<file path="src/rtl/spq_pkg.sv">
`timescale 1ns / 1ps
// Shared types and constants for the stable priority queue with boost.
package spq_pkg;

   localparam int CAPACITY_DEF = 64;

   localparam int KIND_W   = 2;
   localparam int ID_W     = 16;
   localparam int LETTER_W = 8;
   localparam int PRIO_W   = 32;
   localparam int STAMP_W  = 32;

   localparam int REQ_DATA_W = 88;
   localparam int RSP_DATA_W = 16;
   localparam int RSP_USER_W = 2;

   localparam logic [KIND_W-1:0] KIND_ARRIVE = 2'd0;
   localparam logic [KIND_W-1:0] KIND_BOOST  = 2'd1;
   localparam logic [KIND_W-1:0] KIND_SERVE  = 2'd2;

   // Controller to datapath commands.
   typedef struct packed {
      logic start;   // transaction accepted, latch request, clear scan results
      logic rd_en;   // read slot memory at the scan index
      logic commit;  // apply result to state and load the output register
   } cmd_type;

   // Datapath to controller status.
   typedef struct packed {
      logic out_free;  // output register can take a new result this cycle
   } status_type;

   // One stored entry.
   typedef struct packed {
      logic [STAMP_W-1:0]  arrival;
      logic [PRIO_W-1:0]   prio;
      logic [LETTER_W-1:0] letter;
      logic [ID_W-1:0]     id;
   } slot_type;

endpackage

</file>
<file path="src/rtl/spq_ctrl.sv">
`timescale 1ns / 1ps
// Controller state machine: accept, slot sweep, drain and commit.
module spq_ctrl import spq_pkg::*; #(
   parameter int CAPACITY = CAPACITY_DEF,
   parameter int IDX_W    = $clog2(CAPACITY_DEF)
) (
   input  logic             clock,
   input  logic             reset,
   input  logic             req_tvalid,
   output logic             req_tready,
   input  status_type       status,
   output cmd_type          cmd,
   output logic [IDX_W-1:0] rd_idx
);

   typedef enum logic [3:0] {
      ST_IDLE   = 4'b0001,
      ST_SCAN   = 4'b0010,
      ST_DRAIN  = 4'b0100,
      ST_FINISH = 4'b1000
   } state_type;

   localparam logic [IDX_W-1:0] LAST_IDX = IDX_W'(CAPACITY - 1);

   state_type        state_ff, state_in;
   logic [IDX_W-1:0] idx_ff, idx_in;

   always_comb begin
      state_in   = state_ff;
      idx_in     = idx_ff;
      req_tready = 1'b0;
      cmd        = '0;
      unique case (state_ff)
         ST_IDLE: begin
            req_tready = 1'b1;
            if (req_tvalid) begin
               cmd.start = 1'b1;
               idx_in    = '0;
               state_in  = ST_SCAN;
            end
         end
         ST_SCAN: begin
            cmd.rd_en = 1'b1;
            if (idx_ff == LAST_IDX) begin
               idx_in   = '0;
               state_in = ST_DRAIN;
            end else begin
               idx_in = idx_ff + 1'b1;
            end
         end
         ST_DRAIN: begin
            state_in = ST_FINISH;
         end
         ST_FINISH: begin
            if (status.out_free) begin
               cmd.commit = 1'b1;
               state_in   = ST_IDLE;
            end
         end
         default: begin
            state_in = ST_IDLE;
         end
      endcase
   end

   assign rd_idx = idx_ff;

   always_ff @(posedge clock) begin
      if (reset) begin
         state_ff <= ST_IDLE;
         idx_ff   <= '0;
      end else begin
         state_ff <= state_in;
         idx_ff   <= idx_in;
      end
   end

endmodule

</file>
<file path="config.mk">
export PLATFORM = sky130hd
export DESIGN_NAME = spq_ctrl
export DESIGN_NICKNAME = d
export VERILOG_FILES = /design/src/rtl/spq_pkg.sv /design/src/rtl/spq_ctrl.sv
export SDC_FILE = /design/constraint.sdc
export NUM_CORES = 1
export LEC_CHECK = 0
export ABC_AREA = 1
export BUFFER_PORTS_ARGS = -buffer_cell sky130_fd_sc_hd__clkbuf_2
export CAP_MARGIN = 0
export CORE_AREA = 3 3 40 42
export DETAILED_ROUTE_END_ITERATION = 10
export DIE_AREA = 0 0 43 45
export GPL_ROUTABILITY_DRIVEN = 0
export GPL_TIMING_DRIVEN = 0
export HOLD_SLACK_MARGIN = 0.03
export PLACE_DENSITY = 0.66
export SLEW_MARGIN = 20
export SYNTH_ARGS = -nofsm -noshare
export SYNTH_HDL_FRONTEND = slang
export SYNTH_SLANG_ARGS = --single-unit
</file>
<file path="constraint.sdc">
create_clock -name clock -period 1.9 [get_ports clock]
set_input_delay 0.19 -clock clock [delete_from_list [all_inputs] [get_ports clock]]
set_output_delay 0.19 -clock clock [all_outputs]
set_load 0.02 [all_outputs]
</file>
Yosys cells after proc, flatten, opt, wreduce, memory -nomap -nowiden

Index checks and enable logic that the tools add are counted.

Word-level logic and storage cells: 27
Bits of input ports: 4
Output and inout port bits: 10
Register bits: 10

Multiplexer cells: 13
Add/subtract/negate cells: 1
Reduce and logical (&&, ||, !) cells: 3
Equality and inequality tests: 8

Operators with widths:

| operator            | number |
|---|---|
| $pmux 4 s4          | 1 |
| $mux 4              | 3 |
| $mux 6              | 2 |
| $pmux 6 s2          | 1 |
| $add 6x1->6 const B | 1 |
| $eq 6x6->1 const B  | 1 |
| $mux 1              | 6 |
| $ne 2x2->1 const B  | 3 |
| $eq 4x1->1 const B  | 1 |
| $eq 4x2->1 const B  | 1 |
| $eq 4x3->1 const B  | 1 |
| $eq 4x4->1 const B  | 1 |
| $reduce_and 3->1    | 1 |
| $reduce_and 2->1    | 1 |
| $reduce_bool 2->1   | 1 |

Logic depth before layout (Yosys ltp)

Gate-level depths: netlist of the first run.

Depth in word-level cells: 3
Mapped depth: 8
Gate-level depth less buffers: 8

Worst setup path after synthesis of the first run

Ideal clock, no wire load.

Kind: reg-to-reg
Start: register idx_ff[0], in the netlist rd_idx[0]
End: register idx_ff[5], in the netlist rd_idx[5]
Stages on the path, launching flop included: 9
Setup time: 110 ps
Arrival: 1197 ps
Path buffers: 0
Clock period less this slack: 1308 ps
Path slack: 592 ps
Data required time: 1790 ps
Cells stage by stage: dfxtp_1 -> ha_1 -> nand2_1 -> nor2_2 -> nand3_2 -> nand2_2 -> nand2_1 -> nand2_1 -> nor2_1

Cells in the longest elaborated chain, start to end: 3
Elaborated cells on any way between the ends: 4
Classes of those cells: 1 x add/sub; 1 x eq/ne; 2 x mux

RTL lines:

| item                                             | line                           | source |
|---|---|---|
| start, declared                                  | spq_ctrl.sv:26                 | `logic [IDX_W-1:0] idx_ff, idx_in;` |
| start signal, assigned                           | spq_ctrl.sv:74                 | `idx_ff <= idx_in;` |
| $add 6x1->6 / $eq 6x6->1 (equally long branches) | spq_ctrl.sv:48, spq_ctrl.sv:44 |  |
| $mux 6 *                                         | spq_ctrl.sv:44                 | `if (idx_ff == LAST_IDX) begin` |
| $pmux 6 s2 *                                     | spq_ctrl.sv:33                 | `unique case (state_ff)` |

Every way passes the cells marked *; elsewhere a longest branch is shown, timed or not.
A chain may end at the register's enable or synchronous reset.

==> summary by stage, run 1 <==
Power
Across the VDD grid, the largest voltage drop is 0.337 mV. Summed over all cells, the static leakage comes to 0.331 nW. For this design the ratio of total power to cell area is 800 mW/mm^2.

Clock network
The H-tree depth reported by CTS is 1. Clock tree synthesis inserted a total of 3 buffers. The buffer type at the clock tree root is sky130_fd_sc_hd__clkbuf_4. The latest clock arrival within the worst-skew pair is 0.25 ns. The number of buffers added for setup after CTS is 0. After clock tree synthesis, the clock-pin slew on the worst setup and hold paths is 0.06 ns.

TritonCTS built the clock tree. The total of hold buffers inserted after clock tree synthesis is 0. In this run the deepest clock path goes through 2 buffers. The clock sink total is 10. In this run, post-CTS repair resized a total of 0 instances.

Run
Across the run, the number of max-cap violations was 0.

Synthesis
Summed over its instances, the top area cell type makes up 35.2% of the synthesized netlist area. By area the synthesized netlist is led by sky130_fd_sc_hd__dfxtp_1 35%, sky130_fd_sc_hd__nand2_1 13%, sky130_fd_sc_hd__nand3_1 7.0%, sky130_fd_sc_hd__inv_1 5.9%, sky130_fd_sc_hd__a21oi_1 5.3%. The number of different library cells in the post-synthesis netlist is 19. Summing every instance area after synthesis gives 568 um^2.

The number of nets handed over by synthesis was 86. For this run, the number of Yosys warnings is 0. For this run, the register share of the synthesized area comes to 35.2%. The cell type with the largest total area after synthesis is sky130_fd_sc_hd__dfxtp_1. Synthesis produced 81 cells. The mean post-synth cell area is 7.01 um^2. The total of flip-flops plus latches after synthesis is 10.

GRT
The maximum number of pins on one net before global-route repair is 8. Summed over all layers, the global routing overflow is 0. Global routing consumed, over all layers together, 12.6% of the routing resources. The number of antenna violations at the first check in global routing is 0. The via count of the first global-routing pass came to 446. The first global-routing pass estimated 1.84 mm of wire.

Floorplan
The total core area is 0.00128 mm^2. The number of I/O pins is 14. The starting density of the core is 44.2%. The die covers 0.00194 mm^2. The die height is 45 um.

After floorplanning, the core was divided into 13 placement rows. In this run the horizontal extent of the chip is 43 um.

Setup path
The maximum net fanout on the critical path is 7. Data arrives at the worst endpoint at 1.25 ns. By startpoint and endpoint, the worst setup path is classified as reg2out. The required time of the critical path is 1.71 ns. STA classifies the critical path endpoint as a primary output. STA classifies the critical path startpoint as a flip-flop.

Placement
The HPWL after detailed placement is 841 um. At the placement stage, the worst setup path has a slack of 0.611 ns. The count of buffers inserted at the top-level ports is 13.

Timing
The upper clock frequency limit is 694 MHz. The final critical-path share of the clock period is 75.8%. The final setup violation count is 0. The final number of hold-violating endpoints is 0. The time the worst path needs with I/O delays and setup is 1.44 ns. Setup repair after global routing left no endpoint under its margin. On the final layout, the worst clock skew is 0.000924 ns. The final worst slack is 0.459 ns. For the pin with the worst max-slew slack, the measured transition is 0.206 ns. For the final routed database, the setup TNS stands at 0 ns. The max-slew violation count came to 0. The worst slew margin relative to its limit is 86.2%.

Detailed routing
Dividing the detail-routed wire length by the instance count gives 9.26 um. The detail route stage leaves a number of antenna-violating nets equal to 0. The detailed router's first-iteration violation count is 6. The detailed-route vias per instance is 4.63. Summing over every cut layer, the via total after detailed routing is 518. The detailed-router iteration count before antenna repair is 3. For this run, design rule violations remaining after detail routing come to 0.

The routed wire length is 1.04 mm.

Status
The flow ran to the end, and the final reports show no timing, DRC or antenna violations.

Cells and area
Relative to the synthesized area, the layout overhead comes to 18.7%. The net count of the finished layout is 104. In the final layout, the share of cells above drive strength 1 is 32.0%. The final cell utilization of the core is 52.5%. The antenna diode count is 0. The filler cells instantiated in the layout total 128.

Min path
The path type of the worst min-delay path is in2reg.
## registers in the layout (all words and copies together), names as in the netlist
register / count
rd_idx: 6
state_ff: 4
## worst max-delay path, stage by stage (launching register included)
cell                       delay [ns]
sky130_fd_sc_hd__dfxtp_1         0.35
sky130_fd_sc_hd__nor2_4          0.16
sky130_fd_sc_hd__inv_2           0.08
sky130_fd_sc_hd__nor2_8          0.13
sky130_fd_sc_hd__buf_4           0.12
sky130_fd_sc_hd__clkbuf_2        0.15
## power by group
part / switching [mW] / internal [mW]
Combinational: 0.115 / 0.0550
Clock: 0.0619 / 0.0726
Sequential: 0.0115 / 0.224
## cells in the final DEF (no fill, tap or decap), drive strengths merged
cell type  instances
nand2             24
clkbuf            16
inv               12
nor2              11
dfxtp             10
nand3             10
a21oi              6
nand4              2
nand3b             1
o21bai             1
xor2               1
or2                1
ha                 1
buf                1
## layout make-up
class	instances	area, um^2	area share (%)
inverters	12	45.0	6.68
clock buffers	3	22.5	3.34
flip-flops and latches	10	200	29.7
plain buffers	1	7.51	1.11
multi-input cells	58	315	46.8
repair buffers	13	65.1	9.65
well taps	15	18.8	2.78
## synthesized netlist by cell type
master,number
sky130_fd_sc_hd__nor2_8,1
sky130_fd_sc_hd__or2_2,1
sky130_fd_sc_hd__nor2_4,1
sky130_fd_sc_hd__ha_1,1
sky130_fd_sc_hd__o21bai_1,1
sky130_fd_sc_hd__nand2_1,20
sky130_fd_sc_hd__a21oi_1,6
sky130_fd_sc_hd__nand3_1,8
sky130_fd_sc_hd__nor2_1,7
sky130_fd_sc_hd__dfxtp_1,10
sky130_fd_sc_hd__inv_1,9
sky130_fd_sc_hd__inv_2,3
sky130_fd_sc_hd__nand4_1,2
sky130_fd_sc_hd__nand2_2,4
sky130_fd_sc_hd__nand3b_1,1
sky130_fd_sc_hd__xor2_1,1
sky130_fd_sc_hd__buf_4,1
sky130_fd_sc_hd__nand3_2,2
sky130_fd_sc_hd__nor2_2,2
## final timing paths
| check | start | end | slack (ns) | cells past startpoint |
|---|---|---|---|---|
| worst max-delay path | state_ff[3] | cmd[1] | 0.46 | 5 |
| worst min-delay path | reset | state_ff[3] | 0.18 | 2 |
| worst max register to register | rd_idx[0] | rd_idx[5] | 0.59 | 8 |
| worst min register to register | rd_idx[3] | rd_idx[3] | 0.50 | 2 |
## per-stage QoR
step	power, mW	hold WS [ns]	cell area (um^2)	cells
floorplan	0.372	0.259	568	81
global placement	0.409	0.440	652	109
detailed placement	0.411	0.449	652	109
CTS	0.550	0.173	674	112
global route	0.579	0.187	674	112
finish	0.540	0.180	674	112
## layer usage
metal	up-vias	global-route usage (%)	share of wire (%)	wire (um)
met5	-	0	0	0
met4	0	7.23	0.96	10
met3	2	2.39	4.9	51
met2	10	17.7	42	431
met1	219	18.0	52	544
li1	287	-	-	-
## cells by family (layout without fill, tap and decap cells)
kind of cell	after synthesis	after routing	synth area share (%)
compound gates	7	7	6.61
xor+xnor	1	1	1.54
flops	10	10	35.2
simple gates	49	49	45.2
fa+ha+maj	1	1	2.20
buf+inv	13	29	9.25
(Power assumes the default switching activity.)
==> run 2, diff against run 1 <==
ABC_AREA = 0   (was 1)
PLACE_DENSITY = 0.68   (was 0.66)
clock period = 1.3 ns   (was 1.9 ns; I/O delays follow)
==> summary by stage, run 2 <==
Synthesis
Yosys attributes the largest share of cell area to sky130_fd_sc_hd__dfxtp_1 35%, sky130_fd_sc_hd__nor2_1 5.3%, sky130_fd_sc_hd__o21ai_0 4.4%, sky130_fd_sc_hd__mux2i_1 3.5%, sky130_fd_sc_hd__nor4_1 3.3%. The share of the synthesized area in the top cell type is 35.5% (+0.23 points). The count of flip-flops with a built-in enable after synthesis is 0 (unchanged). The share of cell area taken by muxes after synthesis is 3.55% (+3.5 points). The total of flip-flops plus latches after synthesis is 10 (unchanged). The post-synth net total is 71 (-17%).

The simple logic cell fraction of the synthesized area was 31.0% (-14 points). The most common cell in the synthesized netlist is sky130_fd_sc_hd__dfxtp_1. The sequential fraction of the synthesis area is 35.5% (+0.23 points). The number of different library cells in the post-synthesis netlist was 31 (+12).

The adder and majority cell fraction of the synthesized area is 2.22% (+0.015 points). The mean post-synth cell area is 8.55 um^2 (+22%). The fraction of the mapped netlist area in compound gates is 16.9% (+10 points). The proportion of register bits with asynchronous set or reset after synthesis is 0% (unchanged).

The synthesis warning total was 0 (unchanged). The commonest cells after synthesis are 10 x sky130_fd_sc_hd__dfxtp_1, 8 x sky130_fd_sc_hd__nor2_1, 5 x sky130_fd_sc_hd__o21ai_0, 4 x sky130_fd_sc_hd__nand2_1. The prevailing post-synth register cell is sky130_fd_sc_hd__dfxtp_1.

The cell area after synthesis is 564 um^2 (-0.66%). sky130_fd_sc_hd__dfxtp_1 takes more of the synthesized area than any other cell. The post-synthesis cell count came to 66 (-19%). The largest family of logic cells by synthesized area is simple AND/OR/NAND/NOR gates. The xor and xnor area share after synthesis is 3.10% (+1.6 points).

Cells and area
The net count of the finished layout is 101 (-2.9%). In the layout the commonest cells are 10 x sky130_fd_sc_hd__buf_4, 9 x sky130_fd_sc_hd__clkbuf_2, 8 x sky130_fd_sc_hd__nor2_1. The layout cell share with drive strength beyond 1 came to 52.1% (+20 points).

The final cell utilization of the core came to 69.5% (+17 points). The area used by multi-input combinational logic is 374 um^2 (+19%). The final cell count without fillers was 109 (-2.7%). The antenna diode count is 0 (unchanged). Leaving out fill and tap cells, the most frequent cell in the layout is sky130_fd_sc_hd__buf_4. The register area came to 215 um^2 (+7.5%). The number of flip-flops in the largest register is 6 (unchanged). Compared with the post-synthesis result, the final layout area differs by 58.3%.

The final instance area was 893 um^2 (+32%). The fill cell instance count of the final layout came to 94 (-27%).

Setup path
The depth of the most critical reg-to-reg path is 6 (-2). The worst setup path startpoint is state_ff[3]. The worst register-to-register path begins at state_ff[3]. The arrival time at the worst endpoint was 1.79 ns (+0.54 ns). The maximum net fanout on the critical path is 4 (-3). The worst setup path category is reg2reg. The startpoint type of the worst setup path is a flip-flop. In this run the critical register-to-register path is captured at rd_idx[4].

Following the worst setup path forward leads to its endpoint at rd_idx[4]. On the critical path, the stage with the largest delay is an instance of sky130_fd_sc_hd__or4b_4. The number of stages on the worst setup path was 6 (+1). The required time of the critical path is 1.49 ns (-0.22 ns).

The delay of the slowest cell on the worst path came to 0.57 ns (+0.22 ns). The cell family contributing the most delay on the critical path is simple AND/OR/NAND/NOR gates. The number of buffer and inverter stages on the critical path came to 2 (-1). Walking the worst path, the cells encountered are or4b_4, clkinv_4, buf_6, nand4_1, xor2_1, nor3_2. The register-to-register setup slack is -0.29 ns (-0.88 ns). The critical path endpoint category is a flip-flop.

Power
The power spent charging and discharging nets is 0.273 mW (+45%). The total chip power came to 0.900 mW (+67%). The clock share of power came to 22.6% (-2.3 points). The part of the total power dissipated in sequential elements is 38.9% (-4.8 points). The static power due to leakage is 0.371 nW (+12%). The total power density per cell area is 1010 mW/mm^2 (+26%). The cell-internal power came to 0.627 mW (+78%). The share of total power consumed by net switching is 30.4% (-4.5 points).

The peak supply drop is 0.678 mV (+100%). The part of the power in combinational logic is 38.4% (+7.0 points).

Clock network
The number of CTS-inserted buffers is 3 (unchanged). The buffer type at the clock tree root is sky130_fd_sc_hd__clkbuf_4. The total of hold buffers inserted after clock tree synthesis was 0 (unchanged). The maximum number of buffers from clock root to sink was 2 (unchanged). The clock sink total is 10 (unchanged). The latest clock arrival within the worst-skew pair is 0.26 ns (about the same). The H-tree depth reported by CTS is 1 (unchanged).

The clock transition at the registers of the reported paths was 0.06 ns (about the same). TritonCTS built the clock tree.

Floorplan
The starting density of the core is 43.9% (-0.29 points). The chip width is 43 um (unchanged). The total number of placement rows is 13 (unchanged). The number of I/O pins is 14 (unchanged).

The die height is 45 um (unchanged). The die footprint was 0.00194 mm^2 (unchanged). The total core area is 0.00128 mm^2 (unchanged).

Timing
The worst slack on hold paths came to 0.150 ns (-0.0302 ns). The final worst slack is -0.295 ns (-0.754 ns). The final number of hold-violating endpoints is 0 (unchanged). For the finished layout, the period the worst path requires is 1.59 ns. The final critical-path share of the clock period is 123%. Setup repair after global routing could not meet its margin everywhere.

The worst slew margin relative to its limit is 82.9% (-3.3 points). The final total negative setup slack came to -2.19 ns (-2.19 ns). The final setup violation count is 12 (+12). The worst clock skew is 0.000383 ns (-0.000542 ns).

The upper clock frequency limit is 627 MHz. The pin slew with the least headroom to its limit was 0.255 ns (+0.0487 ns). The max-slew violation count is 0 (unchanged).

Status
The checks that failed: setup timing. The flow ran to the end, but the final reports show violations.

Min path
The worst hold path depth came to 2 (unchanged). The min-delay analysis places its worst path in the category in2reg.

Detailed routing
The DRC violation count after routing is 0 (unchanged). The remaining antenna violation count after routing is 0 (unchanged). The detailed-router iteration count before antenna repair is 4 (+1). The routed wire length is 1.51 mm (+46%). The detailed router's first-iteration violation count is 25 (+19). The vias after detailed routing is 592 (+14%). The final routed wire length divided by cell count was 13.9 um (+50%). The detailed-route vias per instance came to 5.43 (+17%).

GRT
The number of antenna violations at the first check in global routing is 0 (unchanged). The final global-route overflow total is 0 (unchanged). The maximum number of pins on one net before global-route repair is 11 (+3). The total global-route track usage is 16.1% (+3.5 points). The wire length of the first global-routing pass is 2.33 mm (+27%).

The via count of the first global-routing pass is 515 (+15%).

Placement
The area of placed instances was 674 um^2 (+3.5%). The HPWL after detailed placement is 872 um (+3.7%). The count of buffers inserted at the top-level ports is 13 (unchanged).

The post-placement cell count is 94 (-14%). The worst setup timing slack at the placement stage came to -0.312 ns (-0.922 ns).

Run
The total of max-cap violations is 0 (unchanged).
==> run 2: routing by layer <==
metal	global-route usage (%)	vias to the layer above	part of all wire, %
met1	22.1	276	45
met5	0	-	0
met3	5.98	2	5.0
met2	23.1	19	49
li1	-	295	-
met4	6.02	0	0.86
==> run 2: worst register-to-register path: stages (launching register included) <==
cell                       delay, ns
sky130_fd_sc_hd__dfxtp_4        0.35
sky130_fd_sc_hd__or4b_4         0.57
sky130_fd_sc_hd__clkinv_4       0.07
sky130_fd_sc_hd__buf_6          0.10
sky130_fd_sc_hd__nand4_1        0.11
sky130_fd_sc_hd__xor2_1         0.19
sky130_fd_sc_hd__nor3_2         0.14
==> run 2: cell type report <==
cell class / instances / area share (%)
Timing Repair Buffer: 28 / 26.3
Sequential cell: 10 / 24.1
Tap cell: 15 / 2.10
Multi-Input combinational cell: 49 / 41.9
Buffer: 1 / 1.26
Inverter: 3 / 1.82
Clock buffer: 3 / 2.52
==> run 2: worst min-delay path by stage <==
stage | from | end | slack [ns]
detailed placement | reset | rd_idx[0] | 0.42
CTS | reset | rd_idx[0] | 0.14
floorplan | reset | rd_idx[0] | 0.19
global placement | reset | rd_idx[0] | 0.42
finish | reset | rd_idx[1] | 0.15
global route | reset | rd_idx[1] | 0.14
==> run 2: what timing repair did <==
action,in CTS,in global routing
setup buffers,8,8
endpoints found under the setup margin,12,13
pin swaps,5,13
resized for setup,12,20
==> run 2: logic make-up after synthesis <==
family,Yosys count
adders and majority gates,1
xor gates and xnor gates,2
muxes,2
and+or+nand+nor,31
DFF,10
buffers and inverters,7
AOI/OAI and AO/OA,13
==> run 2: power by group through the flow <==
stage	combinational [mW]	clock, mW	sequential [mW]
floorplan	0.151	0	0.346
global placement	0.202	0	0.345
detailed placement	0.204	0	0.346
CTS	0.255	0.212	0.357
global route	0.366	0.223	0.355
finish	0.346	0.204	0.350
==> run 3, diff against run 2 <==
CORE_AREA = 2 2 39 41   (was 3 3 40 42)
DIE_AREA = 0 0 41 43   (was 0 0 43 45)
==> summary by stage, run 3 (same netlist as run 2, synthesis figures left out) <==
Clock network
The clock transition at the registers of the reported paths was 0.06 ns (about the same). The H-tree depth reported by CTS was 1 (unchanged). The number of CTS-inserted buffers is 3 (unchanged).

The clock sink total is 10 (unchanged). TritonCTS built the clock tree. The maximum number of buffers from clock root to sink is 2 (unchanged). The latest clock arrival within the worst-skew pair is 0.27 ns (about the same). The tree is rooted in a sky130_fd_sc_hd__clkbuf_4. The total of hold buffers inserted after clock tree synthesis is 0 (unchanged).

Timing
The upper clock frequency limit came to 632 MHz (+0.77%). The pin slew with the least headroom to its limit came to 0.248 ns (-0.00741 ns). The final setup violation count was 12 (unchanged). The time the worst path needs with I/O delays and setup came to 1.58 ns (-0.0123 ns). The worst clock skew came to 0.00178 ns (+0.00140 ns).

The worst slack on hold paths came to 0.131 ns (-0.0190 ns). The final total negative setup slack is -1.95 ns (+0.242 ns). The final number of hold-violating endpoints came to 0 (unchanged).

The worst slew margin relative to its limit is 83.5% (+0.52 points). The final critical-path share of the clock period was 122% (-0.94 points). The final worst slack is -0.282 ns (+0.0123 ns). Setup repair after global routing could not meet its margin everywhere. The max-slew violation count was 0 (unchanged).

Floorplan
The total number of placement rows came to 14 (+1). The die footprint is 0.00176 mm^2 (-8.9%). The chip width is 41 um (-4.7%). The die height is 43 um (-4.4%). The total core area is 0.00138 mm^2 (+7.7%). The number of I/O pins is 14 (unchanged). The starting density of the core is 40.8% (-3.1 points).

GRT
The final global-route overflow total is 0 (unchanged). The total global-route track usage is 15.8% (-0.24 points). The wire length of the first global-routing pass is 1.88 mm (-20%). The number of antenna violations at the first check in global routing is 0 (unchanged).

The maximum number of pins on one net before global-route repair is 11 (unchanged). The via count of the first global-routing pass is 452 (-12%).

Detailed routing
The routed wire length was 1.34 mm (-12%). The detailed-route vias per instance is 5.44 (+0.10%). The remaining antenna violation count after routing is 0 (unchanged).

The final routed wire length divided by cell count was 13.0 um (-6.7%). The vias after detailed routing was 560 (-5.4%). The DRC violation count after routing is 0 (unchanged). The detailed-router iteration count before antenna repair is 4 (unchanged). The detailed router's first-iteration violation count was 13 (-48%).

Cells and area
The net count of the finished layout came to 94 (-6.9%). The final cell utilization of the core is 59.2% (-10 points). The register area is 210 um^2 (-2.3%). The library cell used most frequently in the layout, excluding fill and tap cells, is sky130_fd_sc_hd__clkbuf_2. The layout overhead on the synthesized area is 45.2%. In the layout the commonest cells are 9 x sky130_fd_sc_hd__clkbuf_2, 8 x sky130_fd_sc_hd__nor2_1, 5 x sky130_fd_sc_hd__o21ai_0, 5 x sky130_fd_sc_hd__dfxtp_2. The area used by multi-input combinational logic is 352 um^2 (-6.0%). The number of flip-flops in the largest register was 6 (unchanged). The antenna diode count was 0 (unchanged). The final instance area is 820 um^2 (-8.3%). The fill cell instance count of the final layout came to 126 (+34%). The layout cell share with drive strength beyond 1 is 43.7% (-8.4 points).

Setup path
The critical path is of the reg2reg type. The arrival time at the worst endpoint came to 1.78 ns (about the same). In this run the critical register-to-register path is captured at rd_idx[4]. The required time of the critical path is 1.50 ns (about the same). The beginning of the worst register-to-register path is state_ff[3]. The register-to-register setup slack was -0.28 ns (about the same). The depth of the most critical reg-to-reg path is 6 (unchanged). The maximum net fanout on the critical path is 4 (unchanged).

STA classifies the critical path startpoint as a flip-flop. The critical path endpoint category is a flip-flop.

Min path
The worst hold path terminates at rd_idx[0]. The worst hold path depth is 2 (unchanged). The startpoint identified for the worst hold timing path is reset.

The path type of the worst min-delay path is in2reg.

Placement
The HPWL after detailed placement was 823 um (-5.6%). The area of placed instances was 676 um^2 (+0.19%). The count of buffers inserted at the top-level ports was 13 (unchanged).

Power
The peak supply drop came to 0.494 mV (-27%). The static power due to leakage is 0.333 nW (-10%). The total power density per cell area is 1040 mW/mm^2 (+3.2%).

Run
The total of max-cap violations was 0 (unchanged).

Status
The checks that failed: setup timing. The run finished, with violations left.
## run 3: cell types whose count changed in the layout (fill, tap and decap cells not counted), sizes merged
cell and delta:
buf -7
## run 3: cell type report
cell class,count,area share (%)
Multi-Input combinational cell,49,42.9
Sequential cell,10,25.6
Timing Repair Buffer,21,22.9
Clock buffer,3,2.75
Tap cell,16,2.44
Inverter,3,1.98
Buffer,1,1.37
## run 3: how the worst max path moves through the flow
stage	depth (start not counted)	from	slack, ns	end
floorplan	6	state_ff[3]	-0.20	rd_idx[4]
global placement	5	state_ff[1]	-0.29	rd_idx[4]
detailed placement	5	state_ff[1]	-0.30	rd_idx[4]
CTS	5	state_ff[2]	-0.35	cmd[1]
global route	6	state_ff[3]	-0.32	rd_idx[4]
finish	6	state_ff[3]	-0.28	rd_idx[4]
## run 3: power by group
part           internal (mW)  switching (mW)
Sequential             0.325          0.0333
Combinational          0.158           0.121
Clock                  0.107           0.108
Total                  0.590           0.262
## run 3: worst max-delay path, stage by stage (launching register included)
cell	delay, ns
sky130_fd_sc_hd__dfxtp_2	0.34
sky130_fd_sc_hd__or4b_4	0.58
sky130_fd_sc_hd__clkinv_4	0.07
sky130_fd_sc_hd__buf_6	0.10
sky130_fd_sc_hd__nand4_1	0.12
sky130_fd_sc_hd__xor2_1	0.17
sky130_fd_sc_hd__nor3_2	0.14
## run 3: timing repair
item                       in CTS  in global routing
setup endpoints to repair      11                 13
gates resized for setup        10                  9
pin swaps                       4                  7
buffers inserted                7                  1
## run 3: per-stage QoR
| stage | power, mW | std cells | setup WS [ns] |
|---|---|---|---|
| 6_report | 0.852 | 103 | -0.282 |
| 5_1_grt | 0.889 | 103 | -0.316 |
| 4_1_cts | 0.823 | 104 | -0.353 |
| 3_5_place_dp | 0.549 | 95 | -0.301 |
| 3_3_place_gp | 0.548 | 95 | -0.293 |
| 2_1_floorplan | 0.497 | 66 | -0.198 |
## run 3: metal layers
metal / GRT usage [%] / vias to the layer above / share of wire (%)
li1: - / 282 / -
met1: 20.3 / 252 / 45
met2: 23.1 / 23 / 48
met3: 3.14 / 3 / 5.4
met4: 10.0 / 0 / 1.7
met5: 0 / - / 0
